$ cat config.mk
export PLATFORM = sky130hd
export DESIGN_NAME = rtt_window_median_monitor
export DESIGN_NICKNAME = d
export VERILOG_FILES = /design/src/rtl/rwmm_pkg.sv /design/src/rtl/rwmm_ctrl.sv /design/src/rtl/rwmm_datapath.sv /design/src/rtl/rtt_window_median_monitor.sv
export SDC_FILE = /design/constraint.sdc
export NUM_CORES = 2
export LEC_CHECK = 0
export BUFFER_PORTS_ARGS = -buffer_cell sky130_fd_sc_hd__buf_2
export CORE_ASPECT_RATIO = 0.5
export CORE_UTILIZATION = 40
export CTS_BUF_LIST = sky130_fd_sc_hd__clkbuf_16
export DETAILED_ROUTE_END_ITERATION = 10
export GPL_TIMING_DRIVEN = 0
export SLEW_MARGIN = 20
export SYNTH_ARGS = -nofsm -noshare
export SYNTH_HDL_FRONTEND = slang
export SYNTH_HIERARCHICAL = 1
export SYNTH_SLANG_ARGS = --single-unit
$ cat constraint.sdc
create_clock -name i_clk -period 12.9 [get_ports i_clk]
set_input_delay 2.58 -clock i_clk [delete_from_list [all_inputs] [get_ports i_clk]]
set_output_delay 2.58 -clock i_clk [all_outputs]
set_load 0.005 [all_outputs]
$ cat src/rtl/rwmm_pkg.sv
// shared types, sizes and the controller to datapath command struct
// for the rtt window median monitor; no dependencies
package rwmm_pkg;

    localparam int WINDOW = 16;
    localparam int DATA_W = 32;
    localparam int IDX_W  = (WINDOW > 1) ? $clog2(WINDOW) : 1;
    localparam int FILL_W = $clog2(WINDOW + 1);
    localparam int N_LINK = 3;
    localparam int HELD_W = 5;

    typedef logic [DATA_W-1:0] t_word;
    typedef logic [IDX_W-1:0]  t_idx;
    typedef logic [FILL_W-1:0] t_fill;

    typedef struct packed {
        logic  wr_en;
        t_idx  wr_addr;
        t_idx  rd_addr;
        logic  cand_load;
        logic  cnt_en;
        logic  judge;
        t_fill rank;
    } t_cmd;

endpackage

$ cat src/rtl/rwmm_ctrl.sv
// sequencer for the rank search: write cursor, fill count, candidate and scan indexes
// depends on rwmm_pkg
module rwmm_ctrl (
    input  logic          i_clk,
    input  logic          i_rst_n,
    input  logic          i_valid,
    output logic          o_ready,
    output logic          o_valid,
    input  logic          i_ready,
    output rwmm_pkg::t_cmd o_cmd,
    output rwmm_pkg::t_fill o_fill
);

    typedef enum logic [2:0] {
        S_IDLE,
        S_FETCH,
        S_CAND,
        S_SCAN,
        S_JUDGE,
        S_OUT
    } t_state;

    t_state          r_state, n_state;
    rwmm_pkg::t_idx  r_slot, n_slot;
    rwmm_pkg::t_fill r_fill, n_fill;
    rwmm_pkg::t_idx  r_i, n_i;
    rwmm_pkg::t_idx  r_j, n_j;

    logic last_i;
    logic last_j;

    assign last_i = (rwmm_pkg::FILL_W'(r_i) == r_fill - rwmm_pkg::FILL_W'(1));
    assign last_j = (rwmm_pkg::FILL_W'(r_j) == r_fill - rwmm_pkg::FILL_W'(1));

    always_comb begin
        n_state = r_state;
        n_slot  = r_slot;
        n_fill  = r_fill;
        n_i     = r_i;
        n_j     = r_j;
        o_cmd           = '0;
        o_cmd.wr_addr   = r_slot;
        o_cmd.rank      = r_fill >> 1;
        unique case (r_state)
            S_IDLE: begin
                if (i_valid) begin
                    o_cmd.wr_en = 1'b1;
                    n_slot = (r_slot == rwmm_pkg::IDX_W'(rwmm_pkg::WINDOW - 1)) ? '0
                           : r_slot + rwmm_pkg::IDX_W'(1);
                    if (r_fill != rwmm_pkg::FILL_W'(rwmm_pkg::WINDOW)) begin
                        n_fill = r_fill + rwmm_pkg::FILL_W'(1);
                    end
                    n_i = '0;
                    n_state = S_FETCH;
                end
            end
            S_FETCH: begin
                o_cmd.rd_addr = r_i;
                n_state = S_CAND;
            end
            S_CAND: begin
                o_cmd.cand_load = 1'b1;
                o_cmd.rd_addr   = '0;
                n_j = '0;
                n_state = S_SCAN;
            end
            S_SCAN: begin
                o_cmd.cnt_en  = 1'b1;
                o_cmd.rd_addr = r_j + rwmm_pkg::IDX_W'(1);
                if (last_j) begin
                    n_state = S_JUDGE;
                end else begin
                    n_j = r_j + rwmm_pkg::IDX_W'(1);
                end
            end
            S_JUDGE: begin
                o_cmd.judge   = 1'b1;
                o_cmd.rd_addr = r_i + rwmm_pkg::IDX_W'(1);
                if (last_i) begin
                    n_state = S_OUT;
                end else begin
                    n_i = r_i + rwmm_pkg::IDX_W'(1);
                    n_state = S_CAND;
                end
            end
            S_OUT: begin
                if (i_ready) begin
                    n_state = S_IDLE;
                end
            end
            default: n_state = S_IDLE;
        endcase
    end

    always_ff @(posedge i_clk) begin
        if (!i_rst_n) begin
            r_state <= S_IDLE;
            r_slot  <= '0;
            r_fill  <= '0;
            r_i     <= '0;
            r_j     <= '0;
        end else begin
            r_state <= n_state;
            r_slot  <= n_slot;
            r_fill  <= n_fill;
            r_i     <= n_i;
            r_j     <= n_j;
        end
    end

    assign o_ready = (r_state == S_IDLE);
    assign o_valid = (r_state == S_OUT);
    assign o_fill  = r_fill;

endmodule

$ cat src/rtl/rwmm_datapath.sv
// three sample rings, candidate registers, rank counters and median registers
// depends on rwmm_pkg; driven by rwmm_ctrl commands
module rwmm_datapath (
    input  logic            i_clk,
    input  rwmm_pkg::t_cmd  i_cmd,
    input  rwmm_pkg::t_word i_rtt_ab,
    input  rwmm_pkg::t_word i_rtt_bc,
    input  rwmm_pkg::t_word i_rtt_ac,
    output rwmm_pkg::t_word o_median_ab,
    output rwmm_pkg::t_word o_median_bc,
    output rwmm_pkg::t_word o_median_ac
);

    rwmm_pkg::t_word r_mem   [rwmm_pkg::N_LINK][rwmm_pkg::WINDOW];
    rwmm_pkg::t_word r_rdata [rwmm_pkg::N_LINK];
    rwmm_pkg::t_word r_cand  [rwmm_pkg::N_LINK];
    rwmm_pkg::t_word r_med   [rwmm_pkg::N_LINK];
    rwmm_pkg::t_fill r_lt    [rwmm_pkg::N_LINK];
    rwmm_pkg::t_fill r_le    [rwmm_pkg::N_LINK];
    rwmm_pkg::t_word wdata   [rwmm_pkg::N_LINK];

    assign wdata[0] = i_rtt_ab;
    assign wdata[1] = i_rtt_bc;
    assign wdata[2] = i_rtt_ac;

    always_ff @(posedge i_clk) begin
        for (int r = 0; r < rwmm_pkg::N_LINK; r++) begin
            if (i_cmd.wr_en) begin
                r_mem[r][i_cmd.wr_addr] <= wdata[r];
            end
            r_rdata[r] <= r_mem[r][i_cmd.rd_addr];
        end
    end

    always_ff @(posedge i_clk) begin
        for (int r = 0; r < rwmm_pkg::N_LINK; r++) begin
            if (i_cmd.cand_load) begin
                r_cand[r] <= r_rdata[r];
                r_lt[r]   <= '0;
                r_le[r]   <= '0;
            end else if (i_cmd.cnt_en) begin
                if (r_rdata[r] < r_cand[r]) begin
                    r_lt[r] <= r_lt[r] + rwmm_pkg::FILL_W'(1);
                end
                if (r_rdata[r] <= r_cand[r]) begin
                    r_le[r] <= r_le[r] + rwmm_pkg::FILL_W'(1);
                end
            end
            // candidate sits at the wanted rank
            if (i_cmd.judge && (r_lt[r] <= i_cmd.rank) && (r_le[r] > i_cmd.rank)) begin
                r_med[r] <= r_cand[r];
            end
        end
    end

    assign o_median_ab = r_med[0];
    assign o_median_bc = r_med[1];
    assign o_median_ac = r_med[2];

endmodule

$ cat src/rtl/rtt_window_median_monitor.sv
// o_valid rises once the rank search has run over all n samples held after the push;
// the rank search scans every held entry once per candidate
// a new input beat is accepted only after the previous result has been delivered
// reset: synchronous active low; clears write cursor, fill count and sequencer,
// ring contents stay undefined and only entries already written are used
module rtt_window_median_monitor (
    input  logic        i_clk,
    input  logic        i_rst_n,
    input  logic        i_valid,
    output logic        o_ready,
    input  logic [31:0] i_rtt_ab,
    input  logic [31:0] i_rtt_bc,
    input  logic [31:0] i_rtt_ac,
    output logic        o_valid,
    input  logic        i_ready,
    output logic [31:0] o_median_ab,
    output logic [31:0] o_median_bc,
    output logic [31:0] o_median_ac,
    output logic        o_triangle_ok,
    output logic [4:0]  o_samples_held
);

    rwmm_pkg::t_cmd  cmd;
    rwmm_pkg::t_fill fill;

    rwmm_ctrl u_ctrl (
        .i_clk   (i_clk),
        .i_rst_n (i_rst_n),
        .i_valid (i_valid),
        .o_ready (o_ready),
        .o_valid (o_valid),
        .i_ready (i_ready),
        .o_cmd   (cmd),
        .o_fill  (fill)
    );

    rwmm_datapath u_datapath (
        .i_clk       (i_clk),
        .i_cmd       (cmd),
        .i_rtt_ab    (i_rtt_ab),
        .i_rtt_bc    (i_rtt_bc),
        .i_rtt_ac    (i_rtt_ac),
        .o_median_ab (o_median_ab),
        .o_median_bc (o_median_bc),
        .o_median_ac (o_median_ac)
    );

    assign o_triangle_ok  = ({1'b0, o_median_ab} + {1'b0, o_median_bc}) >= {1'b0, o_median_ac};
    assign o_samples_held = rwmm_pkg::HELD_W'(fill);

`ifndef SYNTHESIS
    a_no_overlap: assert property (@(posedge i_clk) disable iff (!i_rst_n)
        !(o_ready && o_valid))
        else $error("input ready while a result is pending");

    a_busy_after_accept: assert property (@(posedge i_clk) disable iff (!i_rst_n)
        (i_valid && o_ready) |=> !o_ready)
        else $error("ready did not drop after an accepted beat");

    a_ready_after_delivery: assert property (@(posedge i_clk) disable iff (!i_rst_n)
        (o_valid && i_ready) |=> o_ready)
        else $error("ready did not return after a delivered beat");
`endif

endmodule
# Word level (Yosys, flattened, before mapping)
# Memories as Yosys holds them, arrays and structs flattened.
# Cells that the tools add are included.
[word_totals]
regBits = 20
mem_bits_rw = 1854
input_bits = 100
out_inout_bits = 104
elab_cells = 144
n_memories = 6
[mem_list]
columns = ["name", "words", "width", "rd", "rd_ports_with_merged_regs", "wr", "line_no", "text"]
rows = [
  ["u_datapath.r_mem", 3, 512, 3, 0, 3, "rwmm_datapath.sv:14", "rwmm_pkg::t_word r_mem [rwmm_pkg::N_LINK][rwmm_pkg::WINDOW];"],
  ["u_datapath.r_cand", 3, 32, 3, 0, 3, "rwmm_datapath.sv:16", "rwmm_pkg::t_word r_cand [rwmm_pkg::N_LINK];"],
  ["u_datapath.r_med", 3, 32, 3, 0, 3, "rwmm_datapath.sv:17", "rwmm_pkg::t_word r_med [rwmm_pkg::N_LINK];"],
  ["u_datapath.r_rdata", 3, 32, 3, 0, 3, "rwmm_datapath.sv:15", "rwmm_pkg::t_word r_rdata [rwmm_pkg::N_LINK];"],
  ["u_datapath.r_le", 3, 5, 3, 0, 3, "rwmm_datapath.sv:19", "rwmm_pkg::t_fill r_le [rwmm_pkg::N_LINK];"],
  ["u_datapath.r_lt", 3, 5, 3, 0, 3, "rwmm_datapath.sv:18", "rwmm_pkg::t_fill r_lt [rwmm_pkg::N_LINK];"],
]
[classes]
addsub = 12
n_lt_le_gt_ge = 16
n_eq_ne = 14
n_mux = 68
bitwise = 8
n_reduce_logical = 15
[op_table]
columns = ["op", "count"]
rows = [
  ["$mux W512", 1],
  ["$bmux W32 S4", 3],
  ["$mux W32", 7],
  ["$demux W32 S4", 1],
  ["$le A32 B32 Y1", 3],
  ["$lt A32 B32 Y1", 3],
  ["$mux W1", 38],
  ["$add A5 B1 Y5 const B", 7],
  ["$add A32 B32 Y33", 1],
  ["$ge A33 B32 Y1", 1],
  ["$mux W5", 6],
  ["$pmux W3 S6", 1],
  ["$mux W4", 4],
  ["$pmux W4 S2", 2],
  ["$gt A5 B4 Y1", 3],
  ["$le A5 B4 Y1", 3],
  ["$add A4 B1 Y4 const B", 3],
  ["$mux W3", 4],
  ["$pmux W4 S3", 1],
  ["$eq A4 B5 Y1", 2],
  ["$ge A5 B5 Y1 const B", 2],
  ["$not A4 Y5", 2],
  ["$reduce_and A3 Y1", 3],
  ["$logic_and A1 B1 Y1", 7],
  ["other kinds (13)", 25],
]

# Logic depth before layout (Yosys ltp)
# An unclocked memory read counts as a cell.
[logic_depth]
ltp_word = 7
ltp_mapped = 17
mapped_depth_nobuf = 17

# By module
# Netlist, hierarchy kept.
[modules_own_cells]
columns = ["mod", "instances", "cells_each", "area_each_um2", "seq_area_each_um2"]
rows = [
  ["rwmm_datapath", 1, 2981, 69798.2, 54712.5],
  ["rtt_window_median_monitor", 1, 336, 2374.8, 0.0],
  ["rwmm_ctrl", 1, 185, 1536.5, 400.4],
]

# Least setup slack after synthesis
# OpenSTA, ideal clock, no wires.
[synth_path]
path_type = "input -> register"
start = "input i_valid"
end = "memory u_datapath/r_mem[0][1000] (netlist bit), enable pin"
setup_ns = 0.668
t_arrival_ns = 10.227
t_required_ns = 12.232
setup_slack_ns = 2.005
path_stages = 5
n_path_buf = 1
path_cell_list = "or4b_4 -> buf_6 -> inv_6 -> or3b_2 -> nor3_1"
[synth_lines]
columns = ["item", "line_no", "text"]
rows = [
  ["start: declaration", "rtt_window_median_monitor.sv:9", "input logic i_valid,"],
  ["end: declaration", "rwmm_datapath.sv:14", ""],
]

==> out/metrics.yaml <==
ctsHtreeMaxLevel: 4
cap_violations: 0
drtIter0Drc: 3984
synth-edff-count: 1758
setup_viol: 0
p_int_mw: 10.3
yosys.area.top_type: "edfxtp_1"
hold_viol_final: 0
syn_nets: 3804
wl_met2_mm: 94.6
p_leak_nw: 28.3
die-area_sq_um: 186000
reg2reg_from: "u_ctrl/r_state[0]"
worst_pin_slew_ns: 1.10
fin_nets: 4345
period_share: 0.610
grt_start_max_net_pins: 57
min_from: "u_datapath/r_rdata[0][64]"
grt_antenna_before_repair: 35
power.switching_mw: 3.20
power.share.clock: 0.364
core_sq_um: 181000
first_pass_iters: 7
clk_path_buf_depth: 3
cpPeakStageDelay_ns: 0.53
cpMaxStageDelayCell: "a2111oi_0"
drive_above_1_share: 0.287
synth_ff_type: "edfxtp_1"
rsz0062_at_grt: "false"
crit_type: "reg2out"
power.density_nw_per_um2: 157
drc: 0
wl_mm: 194
clk_latency_ns: 0.80
netlist_instances: 3502
cp-startpoint: "u_datapath/r_med[0][0]"
whs_endpoint: "u_datapath/r_cand[0][64]"
via_per_inst: 5.69
drt.antenna.violating_nets: 0
cts.sinks: 1874
ys_seq_area_frac: 0.748
async_flop_share: 0
ys_seq_elements: 1874
cts_made_buffers: 171
cpLargestDelayFamily: "compound AO/OA/AOI/OAI gates"
grt.total_usage: 0.207
fin_util: 0.474
yosys.area.top_type_share: 0.716
wl_met3_mm: 14.3
area_growth_pct: 16.7
hp-class: "reg2reg"
rrSetupSlack_ns: 7.56
swShare: 0.236
highest_layer: "met5"
fin_crit_ns: 7.87
dieHeight_microns: 306
hold-worst-slack_ns: 0.438
num_vias: 37600
run_status: "complete, no violations"
grt_pass1_vias: 37700
portBuffers: 202
power_frac_comb: 0.113
cts_setup_buffers: 0
synthTopCellsByArea: "edfxtp_1 (72%), mux4_2 (15%), ha_1 (3.4%), dfxtp_1 (3.2%), inv_1 (0.79%)"
grt_remaining_overflow: 0
cp_max_fo: 3
wl_per_cell_microns: 29.3
grt_pass1_wl_mm: 273
dp_hpwl_mm: 133
holdBufCountCts: 0
crit_chain: "ha_1 > inv_1 > fa_1 > nand2b_1 > a21o_1 > a31oi_1 > nand2b_1 > a31oi_1 > xnor2_1 > ha_1 > a21oi_1 > a21oi_1 > a2111oi_0 > o211ai_1 > nand2_1 > nand4_1 > buf_2"
num_rows: 110
cp_data_required_time_ns: 10.32
cts_resized: 0
path_clk_slew_ns: 0.06
r2r_cells: 11
die_x_microns: 609
syn_area_per_cell_sq_um: 21.0
worst_setup_path_end_kind: "output pin"
slew_viol_final: 0
root_buffer: "clkbuf_16"
p_seq_frac: 0.522
syn_area_sq_um: 73700
whs_path_depth: 0
vdd_drop_max_mv: 0.0912
yosys_warnings: 6
cp.buffers_inverters: 2
clock_skew_ns: 0.0228
arrival_ns: 5.29
max_slew_margin: 0.269
worst_r2r_endpoint: "u_datapath/r_rdata[0][9]"
yosysUniqueCellTypes: 79
gp_congestion: 0.863
start_util: 0.406
clock.fmax_ghz: 0.127
start_kind: "register"
tritoncts: "done"
ioPinCount: 204
wl_met1_mm: 77.7
## final cells by class
type / instances / area (sq um)
flip-flops and latches: 1874 / 55100
plain buffers: 136 / 653
repair buffers: 368 / 3700
well taps: 2408 / 3010
clock buffers: 176 / 4400
fillers: 14800 / 95400
inverters: 156 / 596
clock inverters: 138 / 980
diodes: 9 / 22.5
multi-input cells: 1336 / 17500
## metal layers
| metal | vias up | global-route usage |
|---|---|---|
| li1 | 15600 | - |
| met1 | 20200 | 0.276 |
| met2 | 1508 | 0.343 |
| met3 | 305 | 0.0348 |
| met4 | 10 | 0.0761 |
| met5 | - | 0 |
## synth_stat cells (all sizes together) (6+ instances only)
cell type     n
nor2b        17
a211o         7
dfxtp       116
ha          201
o21a         20
mux4        480
nor4          6
xor2         30
o211ai        7
o21ai        45
nand3b        6
a31oi         8
nand2        77
nand3        46
nand4        36
a21o         18
nor3         30
xnor2        34
nand2b       18
buf          59
nor2         44
a211oi       19
nor3b         7
edfxtp     1758
a21oi        95
clkbuf       77
inv         156
## sequential cells by signal, indices dropped and copies added, names as in the netlist
name	count
u_ctrl/r_state	3
u_ctrl/o_fill	5
u_datapath/r_cand	96
u_datapath/r_mem	1536
u_datapath/r_med	96
u_ctrl/r_i	4
u_datapath/r_le	15
u_ctrl/r_j	4
u_datapath/r_lt	15
u_ctrl/r_slot	4
u_datapath/r_rdata	96
## cell usage in the layout (no fill, tap or decap), drive strengths merged, types with 17 or more instances in the layout
cell    instances
nor2           44
a21oi          95
inv           200
xnor2          34
edfxtp       1758
o21a           20
buf           427
dfxtp         116
ha            201
nor3           30
nand3          46
a211oi         19
nand2          77
nand2b         18
nor2b          17
nand4          36
xor2           30
clkinv         74
a21o           18
mux4          480
clkbuf        253
o21ai          45
## cell families after synthesis
kind of cell               share of synthesized area
DFF                                            0.748
muxes                                          0.147
AOI/OAI and AO/OA                             0.0236
adders and majority gates                     0.0344
xor gates and xnor gates                     0.00771
and+or+nand+nor                               0.0229
buffers and inverters                         0.0166
other                                      0.0000509
## worst reg2reg max path, stage by stage, from the launching register on
cell	delay [ns]
dfxtp_1	0.33
buf_6	0.12
nor2b_1	0.39
nand2_1	0.26
inv_1	0.75
nand2_1	0.14
o21ai_1	0.40
clkbuf_1	0.35
clkbuf_2	0.70
clkbuf_1	0.77
mux4_2	0.43
mux4_2	0.55
## power by group through the flow
stage               clock [mW]  combinational, mW  sequential (mW)
global placement             0               1.44             7.24
global route              5.23               1.66             7.08
finish                    4.93               1.53             7.07
floorplan                    0              0.993             7.15
CTS                       5.02               1.55             7.06
detailed placement           0               1.54             7.19
## per-stage QoR
step | power, mW | setup slack, ns | area, sq um | instances | TNS [ns]
finish | 13.5 | 5.03 | 86000 | 6601 | 0
global route | 14.0 | 4.81 | 86000 | 6596 | 0
CTS | 13.6 | 5.08 | 86000 | 6592 | 0
detailed placement | 8.73 | 6.00 | 80600 | 6278 | 0
global placement | 8.68 | -8.00 | 77700 | 6112 | -4621.03
floorplan | 8.14 | 2.00 | 73700 | 3502 | 0
## worst max path at each step
stage                                 to  slack [ns]  depth (start not counted)
2_1_floorplan  u_datapath/r_mem[0][1000]        2.00                          5
3_3_place_gp   u_datapath/r_mem[0][1525]       -8.00                          6
3_5_place_dp               o_triangle_ok        6.00                         17
4_1_cts                    o_triangle_ok        5.08                         17
5_1_grt                    o_triangle_ok        4.81                         17
6_report                   o_triangle_ok        5.03                         17
No activity file was read; power rests on OpenSTA's default activity.
